File: config.mk
export PLATFORM = sky130hd
export DESIGN_NAME = fmbq_ctrl
export DESIGN_NICKNAME = d
export VERILOG_FILES = /design/src/hw/rtl/fmbq_pkg.sv /design/src/hw/rtl/fmbq_ctrl.sv
export SDC_FILE = /design/constraint.sdc
export NUM_CORES = 1
export LEC_CHECK = 0
export CAP_MARGIN = 40
export CORE_MARGIN = 2
export CORE_UTILIZATION = 35
export CTS_CLUSTER_DIAMETER = 80
export CTS_CLUSTER_SIZE = 40
export DETAILED_ROUTE_END_ITERATION = 10
export DONT_BUFFER_PORTS = 1
export PLACE_DENSITY = 0.46
export SKIP_LAST_GASP = 1
export SLEW_MARGIN = 30
export SYNTH_ARGS = -nofsm -noshare
export SYNTH_HDL_FRONTEND = slang
export SYNTH_SLANG_ARGS = --single-unit
export TNS_END_PERCENT = 1
File: constraint.sdc
create_clock -name clk -period 4.3 [get_ports clk]
set_clock_uncertainty 0.2 [all_clocks]
set_input_delay 0.215 -clock clk [delete_from_list [all_inputs] [get_ports clk]]
set_output_delay 0.215 -clock clk [all_outputs]
set_load 0.02 [all_outputs]
File: src/hw/rtl/fmbq_pkg.sv
package fmbq_pkg;

    // Stream payload layout
    localparam int MODE_W      = 3;
    localparam int VALUE_W     = 32;
    localparam int STATUS_W    = 2;
    localparam int IN_TDATA_W  = 40;
    localparam int OUT_TDATA_W = 40;

    // Defaults for the top level parameters
    localparam int DEF_QUEUE_CAPACITY = 1024;
    localparam int DEF_WORD_WIDTH     = 32;

    typedef enum logic [MODE_W-1:0] {
        MODE_PUSH_FRONT  = 3'd0,
        MODE_PUSH_MIDDLE = 3'd1,
        MODE_PUSH_BACK   = 3'd2,
        MODE_POP_FRONT   = 3'd3,
        MODE_POP_MIDDLE  = 3'd4,
        MODE_POP_BACK    = 3'd5
    } mode_t;

    typedef enum logic [STATUS_W-1:0] {
        ST_OK    = 2'd0,
        ST_EMPTY = 2'd1,
        ST_FULL  = 2'd2
    } status_t;

    // Where the result word comes from in the write-back cycle
    typedef enum logic [1:0] {
        RES_ZERO  = 2'd0,
        RES_FRONT = 2'd1,
        RES_BACK  = 2'd2,
        RES_EMPTY = 2'd3
    } res_sel_t;

    // Write-back plan worked out when a beat is taken
    typedef struct packed {
        logic     front_we;
        logic     front_from_back;
        logic     back_we;
        logic     back_from_front;
        res_sel_t res_sel;
        status_t  status;
    } fmbq_plan_t;

endpackage

File: src/hw/rtl/fmbq_ctrl.sv
module fmbq_ctrl
    import fmbq_pkg::*;
#(
    parameter int QUEUE_CAPACITY = DEF_QUEUE_CAPACITY,
    parameter int WORD_WIDTH     = DEF_WORD_WIDTH,
    localparam int HALF_DEPTH = (QUEUE_CAPACITY + 1) / 2,
    localparam int IW = (HALF_DEPTH > 1) ? $clog2(HALF_DEPTH) : 1,
    localparam int CW = $clog2(HALF_DEPTH + 1)
)
(
    input  logic                         clk,
    input  logic                         rst_n,
    input  logic                         accept,
    input  mode_t                        mode,
    input  logic signed [VALUE_W-1:0]    push_value,
    output logic [IW-1:0]                front_raddr,
    output logic [IW-1:0]                back_raddr,
    output logic [IW-1:0]                front_waddr,
    output logic [IW-1:0]                back_waddr,
    output logic [WORD_WIDTH-1:0]        push_word,
    output fmbq_plan_t                   plan,
    output logic [CW-1:0]                front_count,
    output logic [CW-1:0]                back_count
);

    localparam int SW = ((IW > CW) ? IW : CW) + 1;
    localparam logic [CW:0] CAP_V = (CW + 1)'(QUEUE_CAPACITY);

    // Ring index helpers; ring_add wraps only once, so it is exact only for offsets up to the ring depth
    function automatic logic [IW-1:0] ring_add(logic [IW-1:0] h, logic [CW-1:0] off);
        logic [SW-1:0] s;
        s = SW'(h) + SW'(off);
        if (s >= SW'(HALF_DEPTH))
        begin
            s = s - SW'(HALF_DEPTH);
        end
        return s[IW-1:0];
    endfunction

    function automatic logic [IW-1:0] ring_inc(logic [IW-1:0] h);
        return (h == IW'(HALF_DEPTH - 1)) ? '0 : h + 1'b1;
    endfunction

    function automatic logic [IW-1:0] ring_dec(logic [IW-1:0] h);
        return (h == '0) ? IW'(HALF_DEPTH - 1) : h - 1'b1;
    endfunction

    logic [IW-1:0] fh_reg, fh_next, bh_reg, bh_next;
    logic [CW-1:0] fcnt_reg, fcnt_next, bcnt_reg, bcnt_next;
    fmbq_plan_t    plan_reg, plan_next;
    logic [IW-1:0] fwa_reg, fwa_next, bwa_reg, bwa_next;
    logic [WORD_WIDTH-1:0] word_reg;

    logic [IW-1:0] f_last, f_end, f_hdec, f_hinc;
    logic [IW-1:0] b_last, b_end, b_hdec, b_hinc;
    logic          full, empty, f_ahead, even;

    // Candidate ring positions for this beat
    always_comb
    begin
        f_last  = ring_add(fh_reg, fcnt_reg - 1'b1);
        f_end   = ring_add(fh_reg, fcnt_reg);
        f_hdec  = ring_dec(fh_reg);
        f_hinc  = ring_inc(fh_reg);
        b_last  = ring_add(bh_reg, bcnt_reg - 1'b1);
        b_end   = ring_add(bh_reg, bcnt_reg);
        b_hdec  = ring_dec(bh_reg);
        b_hinc  = ring_inc(bh_reg);
        full    = ((CW + 1)'(fcnt_reg) + (CW + 1)'(bcnt_reg)) >= CAP_V;
        empty   = (fcnt_reg == '0);
        f_ahead = (fcnt_reg > bcnt_reg);
        even    = (fcnt_reg == bcnt_reg);
    end

    // Plan reads now, writes in the next cycle
    always_comb
    begin
        fh_next     = fh_reg;
        bh_next     = bh_reg;
        fcnt_next   = fcnt_reg;
        bcnt_next   = bcnt_reg;
        front_raddr = f_last;
        back_raddr  = bh_reg;
        fwa_next    = f_end;
        bwa_next    = b_end;
        plan_next   = '{front_we: 1'b0, front_from_back: 1'b0, back_we: 1'b0,
                        back_from_front: 1'b0, res_sel: RES_ZERO, status: ST_OK};
        case (mode)
            MODE_PUSH_FRONT:
            begin
                if (full)
                begin
                    plan_next.status = ST_FULL;
                end
                else
                begin
                    // front's last word moves to back's head first
                    if (f_ahead)
                    begin
                        front_raddr               = f_last;
                        plan_next.back_we         = 1'b1;
                        plan_next.back_from_front = 1'b1;
                        bwa_next                  = b_hdec;
                        bh_next                   = b_hdec;
                        bcnt_next                 = bcnt_reg + 1'b1;
                    end
                    else
                    begin
                        fcnt_next = fcnt_reg + 1'b1;
                    end
                    plan_next.front_we = 1'b1;
                    fwa_next           = f_hdec;
                    fh_next            = f_hdec;
                end
            end
            MODE_PUSH_MIDDLE:
            begin
                if (full)
                begin
                    plan_next.status = ST_FULL;
                end
                else if (f_ahead)
                begin
                    // old middle goes to back, new word takes its slot
                    front_raddr               = f_last;
                    plan_next.back_we         = 1'b1;
                    plan_next.back_from_front = 1'b1;
                    bwa_next                  = b_hdec;
                    bh_next                   = b_hdec;
                    bcnt_next                 = bcnt_reg + 1'b1;
                    plan_next.front_we        = 1'b1;
                    fwa_next                  = f_last;
                end
                else
                begin
                    plan_next.front_we = 1'b1;
                    fwa_next           = f_end;
                    fcnt_next          = fcnt_reg + 1'b1;
                end
            end
            MODE_PUSH_BACK:
            begin
                if (full)
                begin
                    plan_next.status = ST_FULL;
                end
                else if (even && empty)
                begin
                    // new word lands straight in the front half
                    plan_next.front_we = 1'b1;
                    fwa_next           = f_end;
                    fcnt_next          = fcnt_reg + 1'b1;
                end
                else if (even)
                begin
                    back_raddr                = bh_reg;
                    plan_next.front_we        = 1'b1;
                    plan_next.front_from_back = 1'b1;
                    fwa_next                  = f_end;
                    fcnt_next                 = fcnt_reg + 1'b1;
                    plan_next.back_we         = 1'b1;
                    bwa_next                  = b_end;
                    bh_next                   = b_hinc;
                end
                else
                begin
                    plan_next.back_we = 1'b1;
                    bwa_next          = b_end;
                    bcnt_next         = bcnt_reg + 1'b1;
                end
            end
            MODE_POP_FRONT:
            begin
                if (empty)
                begin
                    plan_next.res_sel = RES_EMPTY;
                    plan_next.status  = ST_EMPTY;
                end
                else
                begin
                    front_raddr       = fh_reg;
                    plan_next.res_sel = RES_FRONT;
                    fh_next           = f_hinc;
                    if (even)
                    begin
                        back_raddr                = bh_reg;
                        plan_next.front_we        = 1'b1;
                        plan_next.front_from_back = 1'b1;
                        fwa_next                  = f_end;
                        bh_next                   = b_hinc;
                        bcnt_next                 = bcnt_reg - 1'b1;
                    end
                    else
                    begin
                        fcnt_next = fcnt_reg - 1'b1;
                    end
                end
            end
            MODE_POP_MIDDLE:
            begin
                if (empty)
                begin
                    plan_next.res_sel = RES_EMPTY;
                    plan_next.status  = ST_EMPTY;
                end
                else
                begin
                    front_raddr       = f_last;
                    plan_next.res_sel = RES_FRONT;
                    if (even)
                    begin
                        // back's head refills the vacated middle slot
                        back_raddr                = bh_reg;
                        plan_next.front_we        = 1'b1;
                        plan_next.front_from_back = 1'b1;
                        fwa_next                  = f_last;
                        bh_next                   = b_hinc;
                        bcnt_next                 = bcnt_reg - 1'b1;
                    end
                    else
                    begin
                        fcnt_next = fcnt_reg - 1'b1;
                    end
                end
            end
            MODE_POP_BACK:
            begin
                if (empty)
                begin
                    plan_next.res_sel = RES_EMPTY;
                    plan_next.status  = ST_EMPTY;
                end
                else if (bcnt_reg == '0)
                begin
                    // single word sits in the front half
                    front_raddr       = f_last;
                    plan_next.res_sel = RES_FRONT;
                    fcnt_next         = fcnt_reg - 1'b1;
                end
                else
                begin
                    back_raddr        = b_last;
                    plan_next.res_sel = RES_BACK;
                    if (f_ahead)
                    begin
                        front_raddr               = f_last;
                        plan_next.back_we         = 1'b1;
                        plan_next.back_from_front = 1'b1;
                        bwa_next                  = b_hdec;
                        bh_next                   = b_hdec;
                        fcnt_next                 = fcnt_reg - 1'b1;
                    end
                    else
                    begin
                        bcnt_next = bcnt_reg - 1'b1;
                    end
                end
            end
            default:
            begin
                // unused modes leave the queue alone
                plan_next.status = ST_OK;
            end
        endcase
    end

    // Pointer and plan state
    always_ff @(posedge clk or negedge rst_n)
    begin
        if (!rst_n)
        begin
            fh_reg   <= '0;
            bh_reg   <= '0;
            fcnt_reg <= '0;
            bcnt_reg <= '0;
            plan_reg <= '0;
        end
        else if (accept)
        begin
            fh_reg   <= fh_next;
            bh_reg   <= bh_next;
            fcnt_reg <= fcnt_next;
            bcnt_reg <= bcnt_next;
            plan_reg <= plan_next;
        end
    end

    // Write-back addresses and data
    always_ff @(posedge clk)
    begin
        if (accept)
        begin
            fwa_reg  <= fwa_next;
            bwa_reg  <= bwa_next;
            word_reg <= WORD_WIDTH'(push_value);
        end
    end

    assign front_waddr = fwa_reg;
    assign back_waddr  = bwa_reg;
    assign push_word   = word_reg;
    assign plan        = plan_reg;
    assign front_count = fcnt_reg;
    assign back_count  = bcnt_reg;

endmodule

==> impl_metrics.py <==
metrics = {
    "sta": {
        "postLayoutSetupSlackWorst_ns": 0.233,
        "min_period_over_period": 0.946,
        "tightest_slew_ns": 0.846,
        "drv_slew": 0,
        "rsz0062_at_grt": "no",
        "fmax_mhz": 246,
        "period_needed_ns": 4.07,
        "tns_ns": 0,
        "max_slew_margin": 0.430,
        "finalHoldViolations": 0,
        "finalSetupViolations": 0,
    },
    "grt": {
        "grt_pass1_vias": 5981,
        "grt-ovfl-total": 0,
        "busiest_layer": "met2",
        "grt_usage": 0.201,
        "grt_util_met2": 0.314,
        "grtUsageMet3": 0.0331,
        "antenna_found_initial": 0,
        "met1_usage": 0.284,
        "grt_max_degree": 63,
        "grt_pass1_wl_um": 34500,
    },
    "pwr": {
        "clkPwrFrac": 0.114,
        "seq_power_share": 0.276,
        "ir_drop_uv": 425,
        "p_int_uw": 3490,
        "swShare": 0.525,
        "power.density_mw_per_mm2": 888,
        "combPwrFrac": 0.610,
        "p_sw_uw": 3850,
        "leakagePower_uw": 0.00343,
    },
    "yosys": {
        "syn_avg_cell_area_um2": 9.28,
        "ys_types": 77,
        "synth_flop_cell": "edfxtp_1",
        "async_flop_share": 0.479,
        "ys_ff_latch": 96,
        "synth_area_mm2": 0.00728,
        "synth_cells": 784,
        "synth-edff-count": 50,
        "ys_seq_area_frac": 0.365,
        "synth_nets": 890,
        "synth_warnings": 0,
    },
    "cts": {
        "cts_sinks": 96,
        "clkLatencyLatePin_ns": 0.36,
        "path_clk_slew_ns": 0.08,
        "clk_path_buf_depth": 2,
        "cts-htree-levels": 3,
        "numCtsBuffers": 9,
        "cts_tree": "yes",
        "cts-root-buf": "clkbuf_16",
    },
    "setup_path": {
        "path_max_fanout": 7,
        "worstSetupStartpointType": "register",
        "critical_path.endpoint_type": "output port",
        "critPathKind": "register to output port",
        "arrival_ns": 3.65,
        "worstPathRequired_ns": 3.88,
    },
    "min_path": {
        "min_path_type": "input port to register",
    },
    "floorplan": {
        "die-area_mm2": 0.0220,
        "rows": 52,
        "dieHeight_um": 148,
        "core-area_mm2": 0.0203,
        "start_util": 0.358,
        "ios": 134,
        "die_w_um": 148,
    },
    "layout": {
        "diodes": 0,
        "largest_reg_flops": 32,
        "syn2layout_area_growth_pct": 13.6,
        "final_util": 0.407,
        "drive_above_1_share": 0.100,
        "fill_cells": 2043,
        "nNetsFinal": 917,
        "regArea_mm2": 0.00265,
        "multiInputGateArea_mm2": 0.00428,
    },
    "place": {
        "place_ws_ns": 0.503,
        "place_hpwl_um": 16300,
        "io_buffers": 0,
        "gp_congestion": 0.895,
    },
    "drt": {
        "drtIter0Drc": 457,
        "vias_per_cell": 5.47,
        "drt-wirelength-per-cell_um": 20.2,
        "vias": 5942,
        "drc_errors": 0,
        "drtPass1Iterations": 5,
        "ant_nets": 0,
        "routed_wl_um": 21900,
    },
    "flow_run": {
        "max-cap-violations": 0,
    },
    "status": {
        "status": "finished clean",
    },
}
==> power groups by stage <==
stage | clock network (uW) | registers (uW) | logic (uW)
global placement | 0 | 2050 | 4350
global route | 903 | 2080 | 4940
floorplan | 0 | 1910 | 3270
CTS | 872 | 2030 | 4460
finish | 839 | 2030 | 4470
detailed placement | 0 | 2060 | 4370
==> synth_stat cells (all sizes together) (4+ instances only) <==
| library cell | count | area share |
|---|---|---|
| nor3b | 6 | 0.0076 |
| a21oi | 65 | 0.047 |
| or3 | 12 | 0.012 |
| a31oi | 4 | 0.0034 |
| inv | 34 | 0.018 |
| nor4 | 5 | 0.0081 |
| xor2 | 33 | 0.040 |
| o22ai | 6 | 0.0052 |
| dfrtp | 46 | 0.16 |
| nand3 | 19 | 0.014 |
| nor3 | 19 | 0.015 |
| nand2b | 7 | 0.0071 |
| ha | 63 | 0.11 |
| fa | 5 | 0.014 |
| nand2 | 71 | 0.037 |
| mux2 | 11 | 0.017 |
| and2 | 4 | 0.0038 |
| nor2 | 75 | 0.041 |
| buf | 23 | 0.021 |
| and3 | 16 | 0.014 |
| xnor2 | 35 | 0.042 |
| o31ai | 10 | 0.010 |
| o21ai | 65 | 0.045 |
| a21o | 7 | 0.0072 |
| o221ai | 5 | 0.0060 |
| edfxtp | 50 | 0.21 |
| a22oi | 6 | 0.0062 |
| o21a | 6 | 0.0062 |
| nor2b | 10 | 0.0086 |
| clkbuf | 18 | 0.0093 |
==> logic make-up (layout without fill, tap and decap cells) <==
kind of cell | after synthesis | count (layout) | synth area share
compound gates | 205 | 205 | 0.175
xor+xnor | 68 | 68 | 0.0819
fa+ha+maj | 68 | 68 | 0.122
buf+inv | 75 | 107 | 0.0475
flops | 96 | 96 | 0.365
mux | 14 | 14 | 0.0212
simple gates | 258 | 258 | 0.187
==> per-layer routing <==
metal,wire length (um),share of wire
met5,0,0
met2,9970,0.45
met4,475,0.022
met1,10200,0.47
met3,1260,0.057
==> critical path: stages (launching register included) <==
cell	delay, ns
dfrtp_1	0.70
inv_1	0.27
ha_1	0.40
inv_1	0.09
fa_1	0.43
nand3_1	0.09
nand2_1	0.07
a21o_1	0.18
a21oi_1	0.23
a21oi_1	0.13
xnor2_1	0.31
nand2_1	0.09
o21ai_0	0.30
==> through the flow <==
step | area [um2] | hold slack, ns | std cells | power (uW)
2_1_floorplan | 7280 | -0.281 | 784 | 5190
3_3_place_gp | 7550 | -0.278 | 1033 | 6400
3_5_place_dp | 7550 | -0.278 | 1033 | 6430
4_1_cts | 8260 | 0.00409 | 1086 | 7370
5_1_grt | 8260 | 0.0504 | 1086 | 7930
6_report | 8260 | 0.0360 | 1086 | 7340
==> path summary, 6_finish.rpt <==
path | slack [ns] | to | from | cells past startpoint
max | 0.23 | front_raddr[8] | front_count[0] | 12
min | 0.04 | plan[1] | mode[2] | 3
max reg2reg | 0.54 | plan[5] | back_count[3] | 9
min reg2reg | 0.41 | back_count[0] | back_count[0] | 2
max in group asynchronous | 3.42 | back_count[2] | rst_n | 2
min in group asynchronous | 0.24 | back_count[5] | rst_n | 2
==> final cells by class <==
class / instances / share of cell area
clock buffer: 9 / 0.0273
clock inverter: 7 / 0.00984
inverter: 34 / 0.0154
multi-input combinational: 613 / 0.518
sequential: 96 / 0.321
tap: 270 / 0.0409
timing repair buffer: 57 / 0.0672
==> repair_timing <==
| item | 4_1_cts | 5_1_grt |
|---|---|---|
| endpoints found under the setup margin | 0 | 1 |
| hold endpoints to repair | 138 | 0 |
| hold buffers | 37 | 0 |
| gates resized for setup | 0 | 1 |
| setup buffers | 0 | 0 |
==> cell usage in the layout (no fill, tap or decap), drive strengths merged, types with 6 or more instances in the layout <==
cell type    count
o21ai           65
a22oi            6
buf             22
o21a             6
ha              63
inv             38
and3            16
nor2b           10
a21oi           65
nand2           71
xor2            33
nor2            75
or3             12
o22ai            6
dfrtp           46
nor3            19
mux2            11
nand3           19
nand2b           7
a21o             7
o31ai           10
dlygate4sd3     35
edfxtp          50
clkbuf           9
nor3b            6
xnor2           35
Power figures use the tool's default switching activity.
